**src/rtl/core/ovpc_pkg.sv**
```systemverilog
// Shared types and constants for the object-identifier view prefix check.
package ovpc_pkg;

    // Operation codes carried in the op field of an input transfer.
    localparam logic [1:0] OP_HDR   = 2'd0;
    localparam logic [1:0] OP_SUBID = 2'd1;
    localparam logic [1:0] OP_QUERY = 2'd2;

    // Field widths fixed by the interface.
    localparam int IDX_W  = 4;
    localparam int VIEW_W = 8;
    localparam int LEN_W  = 5;
    localparam int POS_W  = 4;
    localparam int SUB_W  = 32;

    // Wide enough for a name position up to 255.
    localparam int QPOS_W = 8;

    typedef struct packed {
        logic [1:0]        op;
        logic [IDX_W-1:0]  entry_index;
        logic [VIEW_W-1:0] view_id;
        logic [LEN_W-1:0]  prefix_len;
        logic              included;
        logic              entry_valid;
        logic [POS_W-1:0]  position;
        logic [SUB_W-1:0]  subid;
        logic              last;
    } t_in;

    typedef struct packed {
        logic             allowed;
        logic             any_match;
        logic [IDX_W-1:0] best_entry;
        logic [LEN_W-1:0] best_len;
    } t_out;

    // Table write broadcast to every cell; range checks are already applied.
    typedef struct packed {
        logic              hdr_we;
        logic              sub_we;
        logic [IDX_W-1:0]  idx;
        logic [VIEW_W-1:0] view;
        logic [LEN_W-1:0]  len;
        logic              incl;
        logic              in_use;
        logic [POS_W-1:0]  pos;
        logic [SUB_W-1:0]  subid;
    } t_load;

    // Query token that walks down the cell chain, collecting the best match.
    typedef struct packed {
        logic              valid;
        logic              last;
        logic              cmp_en;
        logic [QPOS_W-1:0] cmp_pos;
        logic [QPOS_W-1:0] qpos;
        logic [VIEW_W-1:0] view;
        logic [SUB_W-1:0]  subid;
        logic              found;
        logic [IDX_W-1:0]  best_idx;
        logic [LEN_W-1:0]  best_len;
        logic              allowed;
    } t_tok;

endpackage

```
**src/rtl/core/ovpc_cell.sv**
```systemverilog
// One view entry: header registers, prefix sub-id memory and match tracking.
module ovpc_cell #(
    parameter int CELL_IDX   = 0,
    parameter int MAX_SUBIDS = 16
) (
    input  logic           i_clk,
    input  logic           i_rst_n,
    input  ovpc_pkg::t_load i_load,
    input  ovpc_pkg::t_tok  i_tok,
    output ovpc_pkg::t_tok  o_tok
);
    import ovpc_pkg::*;

    localparam int AW = (MAX_SUBIDS > 1) ? $clog2(MAX_SUBIDS) : 1;

    logic [SUB_W-1:0]  r_mem [MAX_SUBIDS];
    logic [SUB_W-1:0]  r_rd;
    logic [VIEW_W-1:0] r_view;
    logic [LEN_W-1:0]  r_len;
    logic              r_incl;
    logic              r_in_use;
    logic              r_match;
    t_tok              r_tok;

    logic              w_sel;
    logic              w_mismatch;
    logic              w_match_now;
    logic              w_cand;

    assign w_sel = (int'(i_load.idx) == CELL_IDX);

    // Prefix memory: written by loads, read every cycle at the incoming token's position.
    always_ff @(posedge i_clk) begin
        if (i_load.sub_we && w_sel) begin
            r_mem[AW'(i_load.pos)] <= i_load.subid;
        end
        r_rd <= r_mem[AW'(i_tok.cmp_pos)];
    end

    assign w_mismatch  = r_tok.valid && r_tok.cmp_en &&
                         (int'(r_tok.cmp_pos) < int'(r_len)) && (r_rd != r_tok.subid);
    assign w_match_now = r_match && !w_mismatch;
    assign w_cand      = r_tok.valid && r_tok.last && r_in_use && (r_view == r_tok.view) &&
                         w_match_now && (int'(r_len) <= int'(r_tok.qpos));

    // Lower cells are visited first, so a strict compare keeps the lower index on ties.
    always_comb begin
        o_tok = r_tok;
        if (w_cand && (!r_tok.found || (r_len > r_tok.best_len))) begin
            o_tok.found    = 1'b1;
            o_tok.best_idx = IDX_W'(CELL_IDX);
            o_tok.best_len = r_len;
            o_tok.allowed  = r_incl;
        end
    end

    always_ff @(posedge i_clk) begin
        if (!i_rst_n) begin
            r_view    <= '0;
            r_len     <= '0;
            r_incl    <= 1'b0;
            r_in_use  <= 1'b0;
            r_match   <= 1'b1;
            r_tok     <= '0;
        end else begin
            r_tok <= i_tok;
            if (i_load.hdr_we && w_sel) begin
                r_view   <= i_load.view;
                r_len    <= i_load.len;
                r_incl   <= i_load.incl;
                r_in_use <= i_load.in_use;
            end
            if (r_tok.valid) begin
                r_match <= r_tok.last ? 1'b1 : w_match_now;
            end
        end
    end

endmodule
```
**config.mk**
```make
export PLATFORM = sky130hd
export DESIGN_NAME = ovpc_cell
export DESIGN_NICKNAME = d
export VERILOG_FILES = /design/src/rtl/core/ovpc_pkg.sv /design/src/rtl/core/ovpc_cell.sv
export SDC_FILE = /design/constraint.sdc
export NUM_CORES = 1
export LEC_CHECK = 0
export BUFFER_PORTS_ARGS = -buffer_cell sky130_fd_sc_hd__buf_2
export CAP_MARGIN = 20
export CORE_MARGIN = 8
export CORE_UTILIZATION = 35
export DETAILED_ROUTE_END_ITERATION = 8
export MAX_ROUTING_LAYER = met4
export PLACE_DENSITY = 0.52
export SLEW_MARGIN = 20
export SYNTH_ARGS = -nofsm -noshare
export SYNTH_HDL_FRONTEND = slang
export SYNTH_SLANG_ARGS = --single-unit
```
**constraint.sdc**
```tcl
create_clock -name i_clk -period 4.9 [get_ports i_clk]
set_clock_uncertainty 0.15 [all_clocks]
set_input_delay 0.49 -clock i_clk [delete_from_list [all_inputs] [get_ports i_clk]]
set_output_delay 0.49 -clock i_clk [all_outputs]
set_load 0.01 [all_outputs]
```
==> flow_summary.toml, run 1 <==
[synthesis]
ys_seq_area_frac = 0.748
synth_seq_cells = 630
synth_top_family_by_area = "multiplexers"
synth_edf_count = 512
synth.distinct_cells = 36
async_flop_share = 0
synth.top_cell.area_share = 0.649
synth-compound-area-share = 0.00871
syn_avg_cell_area_um2 = 20.4
syn_inst = 1164
synthAdderAreaFrac = 0.00739
netlist_area_mm2 = 0.0237
synthMuxAreaShare = 0.155
synthFlopType = "edfxtp_1"
yosysTopAreaCell = "edfxtp_1"
syn_nets = 1307
synth_xor_area_frac = 0.0148
synth_simple_gate_area_frac = 0.0366
synthTopCellsByArea = "edfxtp_1 (65%), mux4_2 (15%), dfxtp_1 (10%)"
yosysWarnings = 0

[route]
vias = 11800
drc = 0
wl_um = 61500
first_iter_violations = 847
drt-pass1-iter-count = 5
wl_per_cell_um = 26.0
ant_nets = 0
via_per_inst = 4.98

[layout]
num-fill-cells = 5871
multi_input_area_mm2 = 0.00540
mostFrequentLayoutCells = "edfxtp_1 (512), buf_2 (196), mux4_2 (160)"
fin_nets = 1579
layout-drive-gt1-share = 0.341
fin_cells = 2370
area_growth_pct = 20.2
layout_commonest_cell = "edfxtp_1"
seqCellArea_mm2 = 0.0177
final_util = 0.424

[critical_path]
path_cells = "xnor2_1 > nand4_1 > nor4_2 > a22oi_1 > a2111oi_4 > mux2_4 > buf_2"
crit_fanout = 10
end_kind = "primary output"
critical_path_class = "flop to primary output"
crit_family = "compound AO/OA/AOI/OAI gates"
critPathMaxStageDelay_ns = 0.94
start_kind = "flop"
worstPathRequired_ns = 4.26
crit_arrival_ns = 4.06
critPathBufInv = 1
cp_slowest_cell = "a2111oi_4"

[global_route]
gr-usage-met2 = 0.240
grt_pass1_wl_um = 89000
busiest_layer = "met2"
antenna_found_initial = 10
grt_max_degree = 64
track_usage = 0.163
grt-ovfl-total = 0
grt_use_met1 = 0.223
grt_util_met3 = 0.0525
grt_pass1_vias = 12400

[power_and_ir_drop]
clock_power_share = 0.429
seq_power_share = 0.517
power.total_mw = 11.4
ir_drop_v = 0.000304
switching_share = 0.213
p_leak_nw = 9.61
comb_power_share = 0.054
p_int_mw = 8.96
power_density_mw_per_mm2 = 400
p_switching_mw = 2.43

[floorplan]
die-area_mm2 = 0.0763
io-pin-count = 199
die_w_um = 276
start_util = 0.353
dieHeight_um = 276
std_cell_rows = 95
fp.coreArea_mm2 = 0.0672

[placed_design]
place_hpwl_um = 35800
dpl.cell_count = 2163
routabilityCongestion = 0.810
port_buffers = 198

[cts]
clk_latency_ns = 0.60
clk_pin_slew_ns = 0.06
cts_tree = "built"
htreeDepth = 3
cts_buffer_depth = 3
cts_sinks = 630
cts_root_buf = "clkbuf_16"
cts_buffers = 68

[outcome]
status = "finished, final reports clean"

[hold_path]
hold_path.class = "primary input to flop"

[sta]
fmax_ghz = 0.213
maxSlewViolCount = 0
worst_pin_slew_ns = 1.04
tns_ns = 0
hold_viol = 0
rsz0062_at_grt = "false"
post-route-period-util = 0.959
finalSetupViolCount = 0
min_period_ns = 4.70
relSlewSlack = 0.309

[job]
maxCapViolCount = 0
[kinds of logic (layout without fill, tap and decap cells)]
group,after synthesis,count (layout)
adders and majority gates,14,14
other,0,9
muxes,166,166
buffers and inverters,122,446
and+or+nand+nor,159,159
AOI/OAI and AO/OA,33,33
xor gates and xnor gates,40,40
DFF,630,630
[layer usage]
layer  vias up  part of all wire
met5         -                 0
met4         0             0.016
met3        77             0.075
met2       389              0.45
met1      6212              0.46
li1       5125                 -
[sequential cells by signal, indices dropped and copies added (netlist names)]
name      count
r_mem       512
o_tok        59
r_rd         32
r_tok        11
r_view        8
r_len         5
r_in_use      1
r_incl        1
r_match       1
[power by group through the flow]
stage	Combinational [mW]	Clock, mW	Sequential (mW)
2_1_floorplan	0.344	0	5.99
3_3_place_gp	0.573	0	6.00
3_5_place_dp	0.573	0	6.00
4_1_cts	0.625	5.01	5.89
5_1_grt	0.664	5.22	5.89
6_report	0.612	4.89	5.89
[synth_stat cells, types with 8 or more instances]
| cell | n |
|---|---|
| buf_4 | 59 |
| and2_1 | 70 |
| nand4_1 | 9 |
| buf_2 | 12 |
| a21oi_1 | 22 |
| xnor2_1 | 32 |
| nand2_1 | 39 |
| xor2_1 | 8 |
| ha_1 | 14 |
| dfxtp_1 | 118 |
| mux4_2 | 160 |
| inv_1 | 16 |
| clkbuf_1 | 31 |
| edfxtp_1 | 512 |
| nor2_1 | 14 |
[per-stage QoR]
stage	hold WS (ns)	setup WS (ns)	instance area, um2
after global routing	0.0222	0.0122	28500
after floorplan	0.286	0.594	23700
after CTS	0.0135	0.173	28500
after global placement	0.297	0.423	25600
final	0.0418	0.202	28500
after detailed placement	0.307	0.484	25600
[worst paths after layout]
path                                 from         to  slack [ns]  depth (start not counted)
worst max-delay path            o_tok[42]   o_tok[0]        0.20                          7
worst min-delay path            i_tok[16]  o_tok[16]        0.04                          2
worst max register to register  o_tok[42]    r_match        2.36                          6
worst min register to register   r_in_use   r_in_use        0.31                          2
[area by class of cell]
type | count | area share
Multi-Input combinational cell | 412 | 0.189
Tap cell | 873 | 0.0383
Clock buffer | 96 | 0.0652
Timing Repair Buffer | 308 | 0.0730
Antenna cell | 9 | 0.000790
Clock inverter | 26 | 0.00865
Inverter | 16 | 0.00211
Sequential cell | 630 | 0.623
[what timing repair did]
action                     4_1_cts  5_1_grt
buffers inserted                 0        0
hold endpoints to repair        76        0
resized for setup                1        0
hold buffers                    76        0
setup endpoints to repair       10        0
(Power assumes the default switching activity.)
==> inputs of run 2 (changes only) <==
--- a/config.mk
+++ b/config.mk
@@ -9,9 +9,10 @@
 export CAP_MARGIN = 20
 export CORE_MARGIN = 8
 export CORE_UTILIZATION = 35
+export CTS_BUF_LIST = sky130_fd_sc_hd__clkbuf_2 sky130_fd_sc_hd__clkbuf_4 sky130_fd_sc_hd__clkbuf_8
 export DETAILED_ROUTE_END_ITERATION = 8
 export MAX_ROUTING_LAYER = met4
-export PLACE_DENSITY = 0.52
+export PLACE_DENSITY = 0.49
 export SLEW_MARGIN = 20
 export SYNTH_ARGS = -nofsm -noshare
 export SYNTH_HDL_FRONTEND = slang
==> run 2 against run 1 <==
Effect of this change:
- largest cell class unchanged
- sequential power hardly changed
- hold slack better by 0.10 ns
- maximum frequency is 0.63% higher
- highest routed layer unchanged
- first-iteration DRC count is 9.1% higher
- die area stayed put
- via count is 2.8% higher
- utilization is 0.86 points higher
- critical path depth is 1 higher
- routed wire length is 2.6% higher
- combinational power is 4.6% higher
==> flow_summary.toml, run 2 (synthesized netlist as in run 1, its figures left out) <==
[outcome]
status = "finished, final reports clean"

[placed_design]
routabilityCongestion = 0.750
port_buffers = 198
place_hpwl_um = 35500

[critical_path]
end_kind = "primary output"
start_kind = "flop"
crit_fanout = 10
worstPathRequired_ns = 4.26
critical_path_class = "flop to primary output"
ff2ff_path_depth = 7
crit_arrival_ns = 4.03

[cts]
clk_latency_ns = 0.72
cts_tree = "built"
cts_buffers = 107
cts_sinks = 630
htreeDepth = 3
cts_buffer_depth = 3
cts_root_buf = "clkbuf_8"
clk_pin_slew_ns = 0.06

[global_route]
antenna_found_initial = 8
grt-ovfl-total = 0
grt_max_degree = 63
grt_pass1_vias = 13000
track_usage = 0.168
grt_pass1_wl_um = 91400

[floorplan]
std_cell_rows = 95
fp.coreArea_mm2 = 0.0672
start_util = 0.353
die_w_um = 276
dieHeight_um = 276
io-pin-count = 199
die-area_mm2 = 0.0763

[sta]
rsz0062_at_grt = "false"
post-route-period-util = 0.953
min_period_ns = 4.67
finalSetupViolCount = 0
relSlewSlack = 0.429
hold_viol = 0
maxSlewViolCount = 0
worst_pin_slew_ns = 0.856
fmax_ghz = 0.214
tns_ns = 0

[route]
wl_met3_um = 3860
via_per_inst = 4.89
drc = 0
route.met2.wl_um = 28800
met1_length_um = 29400
first_iter_violations = 924
ant_nets = 0
wl_per_cell_um = 25.4
wl_um = 63100
drt-pass1-iter-count = 5
vias = 12100
topRoutingLayerUsed = "met4"

[layout]
layout_commonest_cell = "edfxtp_1"
fin_nets = 1654
area_growth_pct = 22.6
layout-drive-gt1-share = 0.378
largest_reg_flops = 512
final_util = 0.433
mostFrequentLayoutCells = "edfxtp_1 (512), buf_2 (196), mux4_2 (160)"
regMostFlops = "r_mem"

[power_and_ir_drop]
p_leak_nw = 9.97
power_density_mw_per_mm2 = 396
ir_drop_v = 0.000201

[job]
maxCapViolCount = 0

[hold_path]
hold_path.class = "primary input to flop"
hold_depth = 2
-- run 2: changes by cell type in the layout (fill, tap and decap cells not counted), moves of 2 or more --
cell           change
clkbuf_8         +119
clkbuf_16         -68
buf_12             +2
buf_4              -4
clkinv_2           +7
clkinv_1           +2
dlygate4sd3_1     +37
clkbuf_4          +41
inv_8              +2
clkbuf_1          -23
diode_2            -4
inv_6              -2
clkinvlp_4         +2
-- run 2: layout make-up --
| cell class | count | area [um2] |
|---|---|---|
| Fill cell | 5896 | 38100 |
| Antenna cell | 5 | 12.5 |
| Tap cell | 873 | 1090 |
| Clock buffer | 165 | 2010 |
| Timing Repair Buffer | 344 | 2470 |
| Inverter | 16 | 60.1 |
| Clock inverter | 37 | 295 |
| Sequential cell | 630 | 17700 |
| Multi-Input combinational cell | 412 | 5380 |
-- run 2: per-stage QoR --
step / cell area, um2 / setup WS (ns) / power, mW / instances / hold slack (ns)
after floorplan: 23700 / 0.594 / 6.33 / 1164 / 0.286
after global placement: 25600 / 1.01 / 6.58 / 2162 / 0.296
after detailed placement: 25600 / 0.967 / 6.58 / 2162 / 0.304
after CTS: 29100 / 0.162 / 11.7 / 2477 / 0.105
after global routing: 29100 / 0.00717 / 11.9 / 2481 / 0.138
final: 29100 / 0.232 / 11.5 / 2482 / 0.146
-- run 2: routing by layer --
metal / vias to the layer above / global-route usage
met5: - / -
met4: 0 / 0.0378
met3: 92 / 0.0432
met2: 385 / 0.251
met1: 6377 / 0.230
li1: 5278 / -
-- run 2: final timing paths --
check	start	end	slack, ns
worst min register to register	r_incl	r_incl	0.31
worst max register to register	o_tok[42]	r_match	2.42
worst min-delay path	i_rst_n	o_tok[12]	0.15
worst max-delay path	o_tok[42]	o_tok[1]	0.23
-- run 2: power breakdown --
part           internal, mW  switching (mW)  total (mW)
Sequential             5.85          0.0425        5.89
Combinational         0.315           0.325       0.640
Clock                  2.80            2.17        4.96
Total                  8.96            2.53        11.5
-- run 2: timing repair --
item | in CTS | in global routing
resized for setup | 0 | 0
endpoints found under the hold margin | 593 | 0
hold buffers | 113 | 0
setup buffers | 0 | 0
-- run 2: critical path, stage by stage, from the launching register on --
cell and delay [ns]:
dfxtp_1 0.32, xnor2_1 0.46, nand4_1 0.29, nor4_1 0.49, buf_4 0.24, a22oi_1 0.17
a2111oi_4 0.86, mux2_4 0.35, buf_2 0.14
